===== src/sv/grid_gradient_field_macros.svh =====
// Assertion helpers, clocked on clk and disabled while arst_n is low.
`ifndef GRID_GRADIENT_FIELD_MACROS_SVH
`define GRID_GRADIENT_FIELD_MACROS_SVH

`define GGF_ASSERT(lbl, prop) \
	lbl: assert property (@(posedge clk) disable iff (!arst_n) prop) else $error("ggf check failed");

`define GGF_ASSERT_NEXT(lbl, pre, post) \
	lbl: assert property (@(posedge clk) disable iff (!arst_n) pre |=> post) else $error("ggf check failed");

`endif


===== src/sv/ggf_pkg.sv =====
package ggf_pkg;

	localparam int SAMP_W     = 16;
	localparam int DIFF_W     = 17;
	localparam int INV_W      = 24;
	localparam int PROD_W     = DIFF_W + INV_W;
	localparam int MAG_W      = 25;
	localparam int SQ_W       = 2 * MAG_W;
	localparam int REM_W      = MAG_W + 2;
	localparam int FIELD_W    = 27;
	localparam int OUTMAG_W   = 26;
	localparam int IDX_W      = 10;
	localparam int CNT_W      = 11;
	localparam int CNT_MAX    = 2047;
	localparam int CFG_IDX_W  = 2;
	localparam int CFG_DATA_W = 24;
	localparam int STEP_W     = 5;
	localparam int RD_STEPS   = 4;
	localparam int SQRT_STEPS = MAG_W;

	localparam logic [CNT_W-1:0] CNT_RST = 11'd1024;
	localparam logic [INV_W-1:0] INV_RST = 24'd65536;

	typedef enum logic [CFG_IDX_W-1:0] {
		REG_ROW_COUNT = 2'd0,
		REG_COL_COUNT = 2'd1,
		REG_INV_ROW   = 2'd2,
		REG_INV_COL   = 2'd3
	} cfg_reg_t;

	typedef struct packed {
		logic       wr_en;
		logic [1:0] wr_slot;
		logic       rd_en;
		logic [1:0] rd_slot;
		logic [1:0] rd_idx;
		logic       diff_en;
		logic       mul_en;
		logic       sq_en;
		logic       sum_en;
		logic       sqrt_en;
		logic       load_en;
		logic       row_central;
		logic       col_central;
		logic       last;
	} ggf_cmd_t;

	// slot of the row k rows above the row held in slot s, modulo 3
	function automatic logic [1:0] slot_back(logic [1:0] s, logic [1:0] k);
		logic [2:0] t;
		t = {1'b0, s} + 3'd3 - {1'b0, k};
		if (t >= 3'd3) begin
			t = t - 3'd3;
		end
		return t[1:0];
	endfunction

endpackage


===== src/sv/ggf_ctrl.sv =====
`include "grid_gradient_field_macros.svh"

module ggf_ctrl #(
	parameter int RMAX = 1024,
	parameter int CIW  = 10
) (
	input  logic                           clk,
	input  logic                           arst_n,
	input  logic                           cfg_wr_en,
	input  logic [ggf_pkg::CFG_IDX_W-1:0]  cfg_index,
	input  logic [ggf_pkg::CFG_DATA_W-1:0] cfg_data,
	input  logic [ggf_pkg::CNT_W-1:0]      col_lim,
	input  logic                           in_valid,
	output logic                           in_ready,
	output logic                           out_valid,
	input  logic                           out_ready,
	output ggf_pkg::ggf_cmd_t              cmd,
	output logic [CIW-1:0]                 wr_col,
	output logic [CIW-1:0]                 rd_col,
	output logic [ggf_pkg::IDX_W-1:0]      pt_row,
	output logic [ggf_pkg::IDX_W-1:0]      pt_col
);
	import ggf_pkg::*;

	typedef enum logic [8:0] {
		S_IDLE = 9'b000000001,
		S_RD   = 9'b000000010,
		S_WAIT = 9'b000000100,
		S_DIFF = 9'b000001000,
		S_MUL  = 9'b000010000,
		S_SQ   = 9'b000100000,
		S_SUM  = 9'b001000000,
		S_SQRT = 9'b010000000,
		S_LOAD = 9'b100000000
	} state_t;

	state_t           state_q;
	logic [CNT_W-1:0] rowc_q, colc_q;
	logic [CNT_W-1:0] row_pos_q, col_pos_q, ir_q, ic_q;
	logic [1:0]       slot_q, islot_q;
	logic [2:0]       pend_q;
	logic [STEP_W-1:0] cnt_q;
	logic             out_valid_q;

	logic [CNT_W-1:0] rows, cols, pi, pj, cn, cp, rcol;
	logic             accept, last_row, last_col, j0, jl;
	logic [2:0]       pend_new, psel, pend_left;
	logic [1:0]       oi_slot;

	always_comb begin
		rows = (rowc_q < 11'd3) ? 11'd3 : ((rowc_q > CNT_W'(RMAX)) ? CNT_W'(RMAX) : rowc_q);
		cols = (colc_q < 11'd3) ? 11'd3 : ((colc_q > col_lim) ? col_lim : colc_q);
		in_ready = (state_q == S_IDLE);
		accept   = in_valid && in_ready;
		last_row = (row_pos_q == rows - 11'd1);
		last_col = (col_pos_q == cols - 11'd1);
		pend_new = {last_row && last_col, last_row && (col_pos_q != '0), row_pos_q != '0};

		psel      = pend_q & (~pend_q + 3'd1);
		pend_left = pend_q & ~psel;
		pi = psel[0] ? ir_q - 11'd1 : ir_q;
		pj = psel[1] ? ic_q - 11'd1 : ic_q;
		j0 = (pj == '0);
		jl = (pj >= cols - 11'd1);
		cn = j0 ? 11'd1 : (jl ? cols - 11'd1 : pj + 11'd1);
		cp = j0 ? 11'd0 : (jl ? cols - 11'd2 : pj - 11'd1);
		oi_slot = slot_back(islot_q, psel[0] ? 2'd1 : 2'd0);

		cmd             = '0;
		cmd.row_central = psel[0] && (ir_q != 11'd1);
		cmd.col_central = !j0 && !jl;
		cmd.last        = psel[2];
		cmd.wr_en       = accept;
		cmd.wr_slot     = slot_q;
		cmd.rd_en       = (state_q == S_RD);
		cmd.rd_idx      = cnt_q[1:0];
		unique case (cnt_q[1:0])
			2'd0: begin
				cmd.rd_slot = islot_q;
				rcol        = pj;
			end
			2'd1: begin
				cmd.rd_slot = slot_back(islot_q, cmd.row_central ? 2'd2 : 2'd1);
				rcol        = pj;
			end
			2'd2: begin
				cmd.rd_slot = oi_slot;
				rcol        = cn;
			end
			default: begin
				cmd.rd_slot = oi_slot;
				rcol        = cp;
			end
		endcase
		cmd.diff_en = (state_q == S_DIFF);
		cmd.mul_en  = (state_q == S_MUL);
		cmd.sq_en   = (state_q == S_SQ);
		cmd.sum_en  = (state_q == S_SUM);
		cmd.sqrt_en = (state_q == S_SQRT);
		cmd.load_en = (state_q == S_LOAD) && (!out_valid_q || out_ready);
	end

	assign wr_col    = col_pos_q[CIW-1:0];
	assign rd_col    = rcol[CIW-1:0];
	assign pt_row    = pi[IDX_W-1:0];
	assign pt_col    = pj[IDX_W-1:0];
	assign out_valid = out_valid_q;

	always_ff @(posedge clk or negedge arst_n) begin
		if (!arst_n) begin
			state_q     <= S_IDLE;
			rowc_q      <= CNT_RST;
			colc_q      <= CNT_RST;
			row_pos_q   <= '0;
			col_pos_q   <= '0;
			slot_q      <= '0;
			ir_q        <= '0;
			ic_q        <= '0;
			islot_q     <= '0;
			pend_q      <= '0;
			cnt_q       <= '0;
			out_valid_q <= 1'b0;
		end else begin
			if (cmd.load_en) begin
				out_valid_q <= 1'b1;
			end else if (out_ready) begin
				out_valid_q <= 1'b0;
			end

			if (accept) begin
				ir_q    <= row_pos_q;
				ic_q    <= col_pos_q;
				islot_q <= slot_q;
				pend_q  <= pend_new;
				if (last_col) begin
					col_pos_q <= '0;
					if (last_row) begin
						row_pos_q <= '0;
						slot_q    <= '0;
					end else begin
						row_pos_q <= row_pos_q + 11'd1;
						slot_q    <= (slot_q == 2'd2) ? 2'd0 : slot_q + 2'd1;
					end
				end else begin
					col_pos_q <= col_pos_q + 11'd1;
				end
			end

			if (cfg_wr_en) begin
				unique case (cfg_reg_t'(cfg_index))
					REG_ROW_COUNT: begin
						rowc_q    <= cfg_data[CNT_W-1:0];
						row_pos_q <= '0;
						col_pos_q <= '0;
						slot_q    <= '0;
					end
					REG_COL_COUNT: begin
						colc_q    <= cfg_data[CNT_W-1:0];
						row_pos_q <= '0;
						col_pos_q <= '0;
						slot_q    <= '0;
					end
					default: ;
				endcase
			end

			unique case (state_q)
				S_IDLE: begin
					if (accept && (pend_new != '0)) begin
						state_q <= S_RD;
						cnt_q   <= '0;
					end
				end
				S_RD: begin
					cnt_q <= cnt_q + 5'd1;
					if (cnt_q == STEP_W'(RD_STEPS - 1)) begin
						state_q <= S_WAIT;
					end
				end
				S_WAIT: state_q <= S_DIFF;
				S_DIFF: state_q <= S_MUL;
				S_MUL:  state_q <= S_SQ;
				S_SQ:   state_q <= S_SUM;
				S_SUM: begin
					state_q <= S_SQRT;
					cnt_q   <= '0;
				end
				S_SQRT: begin
					cnt_q <= cnt_q + 5'd1;
					if (cnt_q == STEP_W'(SQRT_STEPS - 1)) begin
						state_q <= S_LOAD;
					end
				end
				S_LOAD: begin
					if (cmd.load_en) begin
						pend_q <= pend_left;
						cnt_q  <= '0;
						state_q <= (pend_left != '0) ? S_RD : S_IDLE;
					end
				end
				default: state_q <= S_IDLE;
			endcase
		end
	end

	`GGF_ASSERT(a_pos_in_grid, (col_pos_q < cols) && (row_pos_q < rows))
	`GGF_ASSERT(a_rd_has_work, (state_q != S_RD) || (pend_q != 3'b000))
	`GGF_ASSERT_NEXT(a_load_shows, cmd.load_en, out_valid_q)

endmodule


===== config.mk =====
export PLATFORM = sky130hd
export DESIGN_NAME = ggf_ctrl
export DESIGN_NICKNAME = d
export VERILOG_FILES = /design/src/sv/ggf_pkg.sv /design/src/sv/ggf_ctrl.sv
export VERILOG_INCLUDE_DIRS = /design/src /design/src/sv
export SDC_FILE = /design/constraint.sdc
export NUM_CORES = 1
export LEC_CHECK = 0
export BUFFER_PORTS_ARGS = -buffer_cell sky130_fd_sc_hd__buf_4
export CAP_MARGIN = 40
export CORE_UTILIZATION = 59
export DETAILED_ROUTE_END_ITERATION = 8
export MAX_ROUTING_LAYER = met4
export PLACE_DENSITY = 0.82
export SYNTH_ARGS = -nofsm -noshare
export SYNTH_HDL_FRONTEND = slang
export SYNTH_SLANG_ARGS = --single-unit

===== constraint.sdc =====
create_clock -name clk -period 6.85 [get_ports clk]
set_input_delay 0.3425 -clock clk [delete_from_list [all_inputs] [get_ports clk]]
set_output_delay 0.3425 -clock clk [all_outputs]
set_load 0.01 [all_outputs]

# Yosys cells after proc, flatten, opt, wreduce, memory -nomap -nowiden
# Index checks and enable logic that the tools add are counted.
# Widths: inputs -> output; s select.
totals:
  output_inout_bits: 59
  inputBits: 42
  reg_bits: 88
  elab_cells: 134
op_classes:
  reduce_logical: 27
  eq_ne: 22
  addsub: 17
  magnitude_cmp: 7
  n_mux: 45
  n_bitwise: 4
op_table:
  columns: ["op", "count"]
  rows:
  - ["$mux 11", 14]
  - ["$pmux 9 s9", 1]
  - ["$mux 10", 5]
  - ["$mux 9", 4]
  - ["$sub 11x1->11 const B", 3]
  - ["$add 11x1->11 const B", 2]
  - ["$eq 11x11->1", 2]
  - ["$lt 11x2->1 const B", 2]
  - ["$reduce_bool 11->1", 2]
  - ["$mux 2", 10]
  - ["$pmux 10 s2", 1]
  - ["$pmux 5 s4", 1]
  - ["$sub 10x1->10 const B", 2]
  - ["$ge 11x11->1", 1]
  - ["$gt 11x11->1", 1]
  - ["$gt 11x11->1 const B", 1]
  - ["$logic_not 11->1", 1]
  - ["$ne 11x1->1 const B", 1]
  - ["$add 10x1->10 const B", 1]
  - ["$mux 5", 2]
  - ["$sub 10x2->10 const B", 1]
  - ["$eq 9x1->1 const B", 1]
  - ["$eq 9x2->1 const B", 1]
  - ["$eq 9x3->1 const B", 1]
  - ["other kinds (36)", 61]

# Logic depth before layout (Yosys ltp)
depth:
  word_depth: 10
  ltp_mapped: 27

# Worst setup path after synthesis
# No wires, ideal clock.
synth_timing:
  path_type: "flip-flop to output port"
  from: "register colc_q[8]"
  to: "output port rd_col[2]"
  path_stages_with_launch: 25
  n_path_buf: 2
  setup_slack_ps: 1501
  t_arrival_ps: 5006
  path_cell_list: "dfrtp_1 ha_1 nand4_1 a211oi_1 a2111o_1 clkbuf_1 nand2_1 buf_2 o31a_1 ha_1 nor2b_1 xnor2_1 a211oi_1 a21oi_1 inv_1 ha_1 o21a_1 o21ai_0 nand2b_1 a211oi_1 o21ai_1 or3b_2 o21ai_0 a22oi_1 o21ai_0"
synth_via:
  elab_chain_cells: 8
synth_lines:
  columns: ["item", "line", "text"]
  rows:
  - ["start, declared", "ggf_ctrl.sv:38", "logic [CNT_W-1:0] rowc_q, colc_q;"]
  - ["start signal, assigned", "ggf_ctrl.sv:158", "colc_q <= cfg_data[CNT_W-1:0];"]
  - ["$gt 11x11->1", "ggf_ctrl.sv:52", "cols = (colc_q < 11'd3) ? 11'd3 : ((colc_q > col_lim) ? col_lim : colc_q);"]
  - ["$mux 11", "ggf_ctrl.sv:52", null]
  - ["$mux 11 (*)", "ggf_ctrl.sv:52", null]
  - ["$sub 11x1->11", "ggf_ctrl.sv:65", "cn = j0 ? 11'd1 : (jl ? cols - 11'd1 : pj + 11'd1);"]
  - ["$ge 11x11->1", "ggf_ctrl.sv:64", "jl = (pj >= cols - 11'd1);"]
  - ["$mux 10, on equally long branches (2 in a row)", "ggf_ctrl.sv:66, ggf_ctrl.sv:65", null]
  - ["$pmux 10 s2 (*)", "ggf_ctrl.sv:77", "unique case (cnt_q[1:0])"]
  - ["end, declared", "ggf_ctrl.sv:19", "output logic [CIW-1:0] rd_col,"]
# Mark *: on every way between the ends. The rest lies on a longest branch, timed or not.

# Worst setup path after layout
layout_timing:
  from: "register colc_q[8]"
  to: "output port rd_col[8]"
# The elaborated chain is that of the path after synthesis.

==> impl_metrics.py <==
metrics = {
    "outcome": {
        "status": "completed",
    },
    "finish": {
        "synthToLayoutAreaGrowth_pct": 14.1,
        "drive_gt1_share_pct": 15.9,
        "antenna_cells": 0,
        "fin_util_pct": 69.4,
        "stdcell_area_mm2": 0.00837,
        "nNetsFinal": 1049,
        "fillCellCount": 1013,
    },
    "cts": {
        "cts_buffers": 9,
        "cts_root_buffer": "clkbuf_16",
        "holdBufCountCts": 1,
        "htreeDepth": 3,
        "ctsLongestPathBuffers": 2,
        "cts_tree": "yes",
        "cts_setup_buffers": 0,
        "clk_pin_slew_ns": 0.06,
        "clock_latency_ns": 0.35,
        "cts_sinks": 88,
        "ctsResizeCount": 0,
    },
    "die": {
        "ioPinCount": 101,
        "start_util_pct": 60.8,
        "die_h_um": 114,
        "rows": 40,
        "coreArea_mm2": 0.0121,
        "fp.dieW_um": 114,
        "dieArea_mm2": 0.0129,
    },
    "place": {
        "place.gp.congestion": 1.00,
        "port_buffers": 87,
        "hpwl_um": 14000,
        "place_area_mm2": 0.00806,
    },
    "yosys": {
        "ys_seq_area_share_pct": 30.1,
        "muxShareOfSynthArea_pct": 4.16,
        "synthTopCellsByArea": "dfrtp_1 (29%), ha_1 (7.3%), nand2_1 (6.5%)",
        "yosysTopAreaCell": "dfrtp_1",
        "synth_top_area_share_pct": 29.0,
        "synth_commonest_cells": "nand2_1 (128), dfrtp_1 (85), nor2_1 (67), o21ai_0 (58), a21oi_1 (52)",
        "syn_area_mm2": 0.00734,
        "syn-instance-count": 906,
        "synth_nets": 993,
        "synthSimpleGateAreaFrac_pct": 25.8,
        "synth_seq_cells": 88,
        "synth-edff-count": 0,
        "synthXorXnorAreaFrac_pct": 10.3,
        "synth_area_per_cell_um2": 8.10,
        "async_reset_ff_share_pct": 100,
        "synth_cell_types": 73,
        "synth_top_family_by_area": "simple AND/OR/NAND/NOR gates",
        "synth_warnings": 0,
        "synth-main-ff-cell": "dfrtp_1",
        "synth_compound_area_share_pct": 15.8,
        "synth-adder-area-share_pct": 8.02,
        "synth_most_common_cell": "nand2_1",
    },
    "routing": {
        "vias": 6925,
        "drt_iter0_drc": 737,
        "routedWlPerCell_um": 16.5,
        "vias_per_cell": 6.10,
        "postRouteWirelength_um": 18700,
        "post-route-drc-count": 0,
        "firstDrtPassIters": 7,
        "drtAntennaViolNets": 0,
    },
    "critical_path": {
        "worstPathCellList": "ha_1 -> a211oi_1 -> nor2_1 -> a2111oi_1 -> nor2_1 -> o21ai_0 -> and2_1 -> ha_1 -> o41ai_1 -> nor2_1 -> o311a_1 -> xor2_1 -> ha_1 -> nor2b_1 -> o21ai_0 -> nand2b_1 -> a21oi_1 -> o21ai_2 -> or3b_2 -> o21ai_0 -> a22oi_1 -> o22ai_1 -> buf_4",
        "arrival_ns": 6.09,
        "path_buf_inv": 1,
        "cp_top_family": "compound AO/OA/AOI/OAI gates",
        "start_kind": "register",
        "required_ns": 6.51,
        "path_class": "reg -> out",
        "critPathMaxStageDelay_ns": 0.52,
        "end_kind": "primary output",
        "cp_max_fo": 7,
        "slowest_stage": "dfrtp_1",
    },
    "pwr": {
        "intPower_mw": 1.27,
        "p_switching_mw": 0.863,
        "comb_power_share_pct": 45.7,
        "peakVddDrop_mv": 0.211,
        "switching_share_pct": 40.5,
        "powerDensity_mw_per_mm2": 254,
        "p_clk_share_pct": 23.7,
        "sequentialPowerShare_pct": 30.6,
        "total_leakage_power_nw": 3.89,
    },
    "timing": {
        "min_period_over_period_pct": 93.9,
        "worst_hold_slack_ns": 0.211,
        "max_slew_margin_pct": 41.4,
        "max_freq_mhz": 156,
        "rsz0062_at_grt": "no",
        "finalMaxSlewViolations": 0,
        "setup_tns_ns": 0,
        "finalClockSkew_ns": 0.00730,
        "tightest_slew_ns": 0.868,
        "setup_viol": 0,
        "period_minus_slack_ns": 6.43,
        "final_hold_viol_count": 0,
    },
    "worst_hold_path": {
        "hp-class": "in -> reg",
    },
    "grt": {
        "antenna_found_initial": 0,
        "grt_first_pass_wirelength_um": 30800,
        "grt_max_degree": 64,
        "grt_use_total_pct": 30.9,
        "grt-ovfl-total": 0,
        "first_global_vias": 6391,
    },
    "job": {
        "drv_cap": 0,
    },
}
-- state kept, by name, indices dropped and copies added (netlist names) --
name,flops
slot_q,2
rowc_q,11
row_pos_q,11
ic_q,11
ir_q,11
col_pos_q,11
colc_q,11
pend_q,3
cnt_q,5
islot_q,2
state_q,9
out_valid,1
-- tightest hold or removal path: cells and delay by family --
| family | cells | cell delay, ns |
|---|---|---|
| buf+inv | 1 | 0.09 |
| compound gates | 1 | 0.06 |
| simple gates | 1 | 0.04 |
-- cell type report --
| class | count | area (um^2) | share of cell area, % |
|---|---|---|---|
| Timing Repair Buffer | 101 | 768 | 9.18 |
| Tap cell | 168 | 210 | 2.51 |
| Clock buffer | 9 | 225 | 2.69 |
| Multi-Input combinational cell | 718 | 4720 | 56.4 |
| Clock inverter | 7 | 78.8 | 0.942 |
| Sequential cell | 88 | 2210 | 26.3 |
| Inverter | 44 | 165 | 1.97 |
-- logic make-up after synthesis --
family / after synthesis
compound gates: 190
xor+xnor: 83
fa+ha+maj: 46
buf+inv: 100
flops: 88
mux: 28
simple gates: 371
-- power groups by stage --
stage / sequential [mW] / clock (mW) / combinational [mW]
after detailed placement: 0.657 / 0 / 0.956
after global placement: 0.656 / 0 / 0.927
final: 0.651 / 0.505 / 0.972
after global routing: 0.658 / 0.532 / 1.07
after floorplan: 0.629 / 0 / 0.705
after CTS: 0.649 / 0.509 / 0.963
-- layout by cell type (no fill, tap or decap), drive strengths merged, types with 5 or more instances in the layout --
cell type	Yosys	layout
nor3	24	24
or4	8	8
nand4	16	16
clkbuf	37	9
o21ai	69	69
nand3	22	22
a211oi	8	8
mux2i	8	8
mux2	20	20
inv	43	45
or3	9	9
nor4b	7	7
o31ai	5	5
nand2	128	128
nor4	16	16
xor2	37	37
ha	43	43
nor2	67	67
a22oi	12	12
a21oi	52	52
xnor2	44	44
nand2b	14	14
o211ai	5	5
nor2b	9	9
and3	18	18
buf	19	100
nand4b	14	14
o22ai	10	10
dfrtp	85	85
-- per-stage QoR --
stage | power (mW) | setup slack [ns] | cells
6_report | 2.13 | 0.420 | 1135
5_1_grt | 2.26 | 0.0695 | 1135
4_1_cts | 2.12 | 0.538 | 1135
3_5_place_dp | 1.61 | 0.910 | 1118
3_3_place_gp | 1.58 | 0.974 | 1115
2_1_floorplan | 1.33 | 1.50 | 906
-- metal layers --
metal	wire, um	vias up	GRT usage, %	share of wire, %
li1	-	3316	-	-
met1	8390	3312	40.3	45
met2	8770	252	48.7	47
met3	1040	45	4.57	5.5
met4	544	0	11.8	2.9
met5	0	-	-	0
-- final timing paths --
kind	slack (ns)	endpoint	startpoint	cells past startpoint
min in group asynchronous	0.44	state_q[3]$_DFFE_PN0P_	arst_n	2
min	0.21	rowc_q[2]$_DFFE_PN0P_	cfg_data[2]	3
max in group asynchronous	5.30	colc_q[8]$_DFFE_PN0P_	arst_n	3
max	0.42	rd_col[8]	colc_q[8]$_DFFE_PN0P_	23
max reg2reg	1.27	row_pos_q[10]$_DFF_PN0_	colc_q[8]$_DFFE_PN0P_	16
min reg2reg	0.50	ic_q[10]$_DFFE_PN0P_	ic_q[10]$_DFFE_PN0P_	2
Note: power is estimated with default switching activity, not from simulation.
